===== config.mk =====
export PLATFORM = sky130hd
export DESIGN_NAME = sta_isqrt
export DESIGN_NICKNAME = d
export VERILOG_FILES = /design/src/design/sta_pkg.sv /design/src/design/sta_isqrt.sv
export SDC_FILE = /design/constraint.sdc
export NUM_CORES = 2
export LEC_CHECK = 0
export BUFFER_PORTS_ARGS = -buffer_cell sky130_fd_sc_hd__buf_2
export CORE_MARGIN = 3
export CORE_UTILIZATION = 60
export DETAILED_ROUTE_END_ITERATION = 10
export MAX_ROUTING_LAYER = met4
export PLACE_DENSITY = 0.74
export RECOVER_POWER = 50
export SLEW_MARGIN = 20
export SYNTH_ARGS = -nofsm -noshare
export SYNTH_HDL_FRONTEND = slang
export SYNTH_SLANG_ARGS = --single-unit

===== constraint.sdc =====
create_clock -name clk -period 6.7 [get_ports clk]
set_input_delay 1.34 -clock clk [delete_from_list [all_inputs] [get_ports clk]]
set_output_delay 1.34 -clock clk [all_outputs]
set_load 0.01 [all_outputs]

===== src/design/sta_pkg.sv =====
// ----------------------------------------------------------------------------
// sta_pkg: shared types and constants
// Beat formats for the two-port stability pipeline, fixed-point widths and
// the word that travels from the front-end multiplier stages to the back end.
// ----------------------------------------------------------------------------
package sta_pkg;

  localparam int IN_FRAC_BITS  = 14;
  localparam int OUT_FRAC_BITS = 16;

  // S-parameter products carry 2*IN_FRAC_BITS fraction bits
  localparam int DET_W  = 34;                   // exact determinant
  localparam int WR_W   = DET_W - IN_FRAC_BITS;  // determinant cut to F bits
  localparam int NORM_W = 63;                   // |S12*S21|^2
  localparam int ACC_W  = 39;                   // k numerator, circle denominator
  localparam int CN_W   = 36;                   // circle centre numerators

  localparam int ISQ_STAGES = 32;               // one root bit per stage
  localparam int ISQ_W      = 64;

  localparam int DIV_NW = 54;                   // dividend
  localparam int DIV_DW = 39;                   // divisor
  localparam int DIV_QW = 32;                   // quotient bits, one per stage
  localparam int DIV_CW = DIV_DW + DIV_QW;      // compare width

  typedef struct packed {
    logic signed [15:0] s11_re;
    logic signed [15:0] s11_im;
    logic signed [15:0] s12_re;
    logic signed [15:0] s12_im;
    logic signed [15:0] s21_re;
    logic signed [15:0] s21_im;
    logic signed [15:0] s22_re;
    logic signed [15:0] s22_im;
    logic               port_select;
  } in_t;

  typedef struct packed {
    logic signed [31:0] det_re;
    logic signed [31:0] det_im;
    logic        [30:0] k_factor;
    logic signed [31:0] circle_center_re;
    logic signed [31:0] circle_center_im;
    logic        [30:0] circle_radius;
    logic               k_undefined;
    logic               circle_undefined;
  } out_t;

  // front-end result handed to the root and divider stages
  typedef struct packed {
    logic                     valid;
    logic signed [31:0]       det_re;
    logic signed [31:0]       det_im;
    logic                     kund;
    logic [NORM_W-1:0]        normp;
    logic signed [ACC_W-1:0]  num;
    logic signed [ACC_W-1:0]  cden;
    logic signed [CN_W-1:0]   numr;
    logic signed [CN_W-1:0]   numi;
  } front_t;

endpackage


===== src/design/sta_isqrt.sv =====
// ----------------------------------------------------------------------------
// sta_isqrt: pipelined integer square root
// Floor of the square root of a 63-bit radicand, one root bit per stage.
// ----------------------------------------------------------------------------
module sta_isqrt (
  input  logic                        clk,
  input  logic                        en,
  input  logic [sta_pkg::NORM_W-1:0]  radicand,
  output logic [31:0]                 root
);

  logic [sta_pkg::ISQ_W-1:0] x_r [sta_pkg::ISQ_STAGES];
  logic [sta_pkg::ISQ_W-1:0] r_r [sta_pkg::ISQ_STAGES];

  for (genvar i = 0; i < sta_pkg::ISQ_STAGES; i++) begin : g_st
    logic [sta_pkg::ISQ_W-1:0] x_in, r_in, bit_c, trial_c;
    logic                      take_c;

    if (i == 0) begin : g_first
      assign x_in = sta_pkg::ISQ_W'(radicand);
      assign r_in = '0;
    end else begin : g_next
      assign x_in = x_r[i-1];
      assign r_in = r_r[i-1];
    end

    assign bit_c   = sta_pkg::ISQ_W'(1) << (2 * (sta_pkg::ISQ_STAGES - 1 - i));
    assign trial_c = r_in + bit_c;
    assign take_c  = x_in >= trial_c;

    always_ff @(posedge clk) begin
      if (en) begin
        x_r[i] <= take_c ? x_in - trial_c : x_in;
        r_r[i] <= take_c ? (r_in >> 1) + bit_c : r_in >> 1;
      end
    end
  end

  assign root = r_r[sta_pkg::ISQ_STAGES-1][31:0];

endmodule


==> impl_summary.log <==
[metrics] status: finished with violations
[metrics] failing checks: capacitance limit, slew limit
[metrics] CORE AREA: 198,000 sq um
[metrics] CP max stage cell: buf_2
[metrics] type of origin of the critical path: input pin
[metrics] number of ports placed on the die boundary: 97
[metrics] root buf cell: clkbuf_16
[metrics] source-to-sink clock delay at the later pin of the worst-skew pair: 0.94 ns
[metrics] Worst slew margin: -123%
[metrics] number of H-tree levels: 5
[metrics] setup repair after global routing missed its margin: no
[metrics] DR vias/cell: 6.26
[metrics] post-synth top area share: 62.6%
[metrics] setup violation total in the final timing report: 0
[metrics] Final Max Slew Viols: 886
[metrics] violation count after the first detailed-route iteration: 9,984
[metrics] count of standard-cell rows: 163
[metrics] First-pass DRT Iterations: 8
[metrics] areal power density over the cells: 350 nW/um^2
[metrics] Hold Crit Class: flip-flop to flip-flop
[metrics] period utilisation layout: 85.5%
[metrics] setup TNS after final layout: 0 ns
[metrics] largest net degree at the start of global routing: 182
[metrics] mean routed wirelength per cell: 24.4 um
[metrics] Antenna Nets Post-Route: 0
[metrics] initial cell density of the core: 60.7%
[metrics] area leader, netlist: edfxtp_1
[metrics] final worst-path setup slack: 0.970 ns
[metrics] Area Overhead vs Synth: 10.4%
[metrics] sequential cell area fraction in the yosys report: 62.6%
[metrics] leading cell types by total area after synthesis: edfxtp_1, ha_1, xor2_1, xnor2_1, a21oi_1
[metrics] list of cells traversed by the critical path: clkbuf_2 > buf_2
[metrics] shortest period the worst path allows: 5.73 ns
[metrics] transition time of the tightest slew-check pin: 3.34 ns
[metrics] number of failing hold endpoints at the final stage: 0
[metrics] Max Buffers Root-to-Sink: 4
[metrics] PostCTS Resize Cnt: 0
[metrics] DP Cell Count: 12,190
[metrics] TritonCTS buffer count: 279
[metrics] final standard cell count with taps included and fillers excluded: 12,683
[metrics] Seq cells post-synth: 2,512
[metrics] number of setup buffers added after CTS: 0
[metrics] kind of cell adding the most delay to the critical path: buffers and inverters
[metrics] count of filler cells inserted in the layout: 14,139
[metrics] Syn. warnings: 0
[metrics] clock skew after layout: 0.0868 ns
[metrics] net count reported at finish: 10,452
[metrics] dominant register cell in the synthesized netlist: edfxtp_1
[metrics] Final GP Congestion: 1.01
[metrics] die area: 206,000 sq um
[metrics] global-route congestion overflow total: 0
[metrics] Remaining DRCs: 0
[metrics] vias after detailed routing: 79,441
[metrics] netlist area before placement: 120,000 sq um
[metrics] required time at the endpoint of the critical path: 7.11 ns
[metrics] Post-Synthesis Cells: 9,589
[metrics] Hold Slack: 0.419 ns
[metrics] share of synthesized flip-flops with an asynchronous set or reset: 0%
[metrics] layout cell share with drive strength beyond 1: 7.04%
[metrics] total design power: 46,600 uW
[metrics] total of hold buffers inserted after clock tree synthesis: 0
[metrics] Die Y: 454 um
[metrics] critical path arrival: 6.14 ns
[metrics] number of distinct standard cells referenced by the synthesized netlist: 93
[metrics] number of max-cap violations: 10
[metrics] Critical Path End Type: flip-flop
[metrics] floorplan die width: 454 um
[metrics] wire length of the first global-routing pass: 464,000 um
[metrics] # port buffers: 96
[metrics] Avg Synthesized Cell Area: 12.6 sq um
[metrics] Post-synth EDFFs: 2,512
[metrics] critical path buffer and inverter count: 2
[metrics] initial antenna violation count: 19
[metrics] clock edge transition at the registers on the reported setup and hold paths: 0.06 ns
[metrics] Achievable Freq: 175 MHz
[metrics] delay contributed by the slowest stage of the critical path: 2.29 ns
[metrics] clock tree from TritonCTS: built
[metrics] number of global-route vias before repair: 75,480
[metrics] Critical Path Fanout Max: 126
[metrics] overall routing resource usage: 30.6%
[metrics] maximum vdd drop: 0.000292 V
[metrics] CTS sink cnt: 2,512
[metrics] Setup Crit Path Kind: input pin to flip-flop
[metrics] standby leakage power: 0.0496 uW
[metrics] final wirelength: 310,000 um
[metrics] post-detailed-placement half-perimeter wirelength: 232,000 um
[metrics] Setup WS pre-CTS: 1.12 ns
[through the flow]
stage	utilization, %	area, sq um
3_5_place_dp	62.6	124000
2_1_floorplan	-	120000
5_1_grt	67.0	133000
6_report	67.0	133000
3_3_place_gp	62.6	124000
4_1_cts	67.0	133000
[path summary, 6_finish.rpt]
path,slack [ns],start,endpoint,cells after the start
worst max-delay path,0.97,en,r_r[13][27],2
worst max register to register,1.51,x_r[25][12],x_r[26][41],11
worst min-delay path,0.42,r_r[12][90],r_r[13][25],0
worst min register to register,0.42,r_r[12][90],r_r[13][25],0
[worst reg2reg max path: stages (launching register included)]
cell and delay [ns]:
edfxtp_1 0.41, ha_1 0.37, nor2b_1 0.17, o31a_1 0.28, o21ai_0 0.43, a21o_1 0.23
o21ai_1 0.22, nor2b_4 0.62, clkinv_1 1.00, nand4_1 0.88, nor2_1 0.14, xor2_1 0.18
[sequential cells by signal, indices dropped and copies added (netlist names)]
| name | flops |
|---|---|
| r_r | 528 |
| x_r | 1984 |
[placed cells by master (no fill, tap or decap), types with 196 or more instances in the layout]
master | Yosys | final
edfxtp_1 | 2512 | 2512
inv_1 | 702 | 702
nand2_1 | 635 | 635
nor2_1 | 606 | 606
a21oi_1 | 607 | 606
ha_1 | 556 | 556
o21ai_0 | 465 | 465
xor2_1 | 458 | 458
xnor2_1 | 424 | 424
nor4_1 | 352 | 350
clkbuf_16 | 0 | 284
nor3_1 | 239 | 235
a21o_1 | 196 | 196
[Yosys cell counts, types with 51 or more instances]
master and number:
inv_1 702, o21ai_0 465, nand2b_1 103, xor2_1 458, or4_1 79, xnor2_1 424, a21o_1 196, nor2b_1 67
nand3_1 146, or3_1 108, edfxtp_1 2512, mux2_2 80, a211oi_1 59, o21a_1 92, nor4_1 352, a21oi_1 607
ha_1 556, nor2_1 606, nor3_1 239, nand2_1 635, clkbuf_1 179, nand4_1 156, o31ai_1 51
[power breakdown]
| group | internal, uW | switching (uW) | leakage (uW) |
|---|---|---|---|
| logic | 3880 | 6060 | 0.0212 |
| registers | 20000 | 1760 | 0.0242 |
| clock network | 8780 | 6090 | 0.00425 |
[layer usage]
layer | part of all wire, % | global-route usage (%) | routed length (um) | vias up
met2 | 46 | 46.2 | 142000 | 3427
met4 | 3.2 | 9.14 | 9770 | 0
met5 | 0 | - | 0 | -
li1 | - | - | - | 36497
met1 | 43 | 43.5 | 135000 | 38914
met3 | 7.7 | 4.38 | 23900 | 603
[cells by family (layout without fill, tap and decap cells)]
family	after synthesis	count (layout)	share of synthesized area, %
and+or+nand+nor	2805	2805	12.1
DFF	2512	2512	62.6
AOI/OAI and AO/OA	1841	1841	9.40
buffers and inverters	904	1345	2.83
xor gates and xnor gates	882	882	6.41
adders and majority gates	556	556	5.78
muxes	88	88	0.815
other	1	14	0.00311
[layout make-up]
type / instances / area [sq um] / area share, %
clock buffer: 323 / 7250 / 5.46
antenna: 12 / 30.0 / 0.0226
clock inverter: 158 / 1500 / 1.13
sequential: 2512 / 75400 / 56.7
tap: 2640 / 3300 / 2.48
inverter: 704 / 2640 / 1.99
multi-input combinational: 6174 / 41700 / 31.4
timing repair buffer: 160 / 1050 / 0.790
Note: power is estimated with default switching activity, not from simulation.
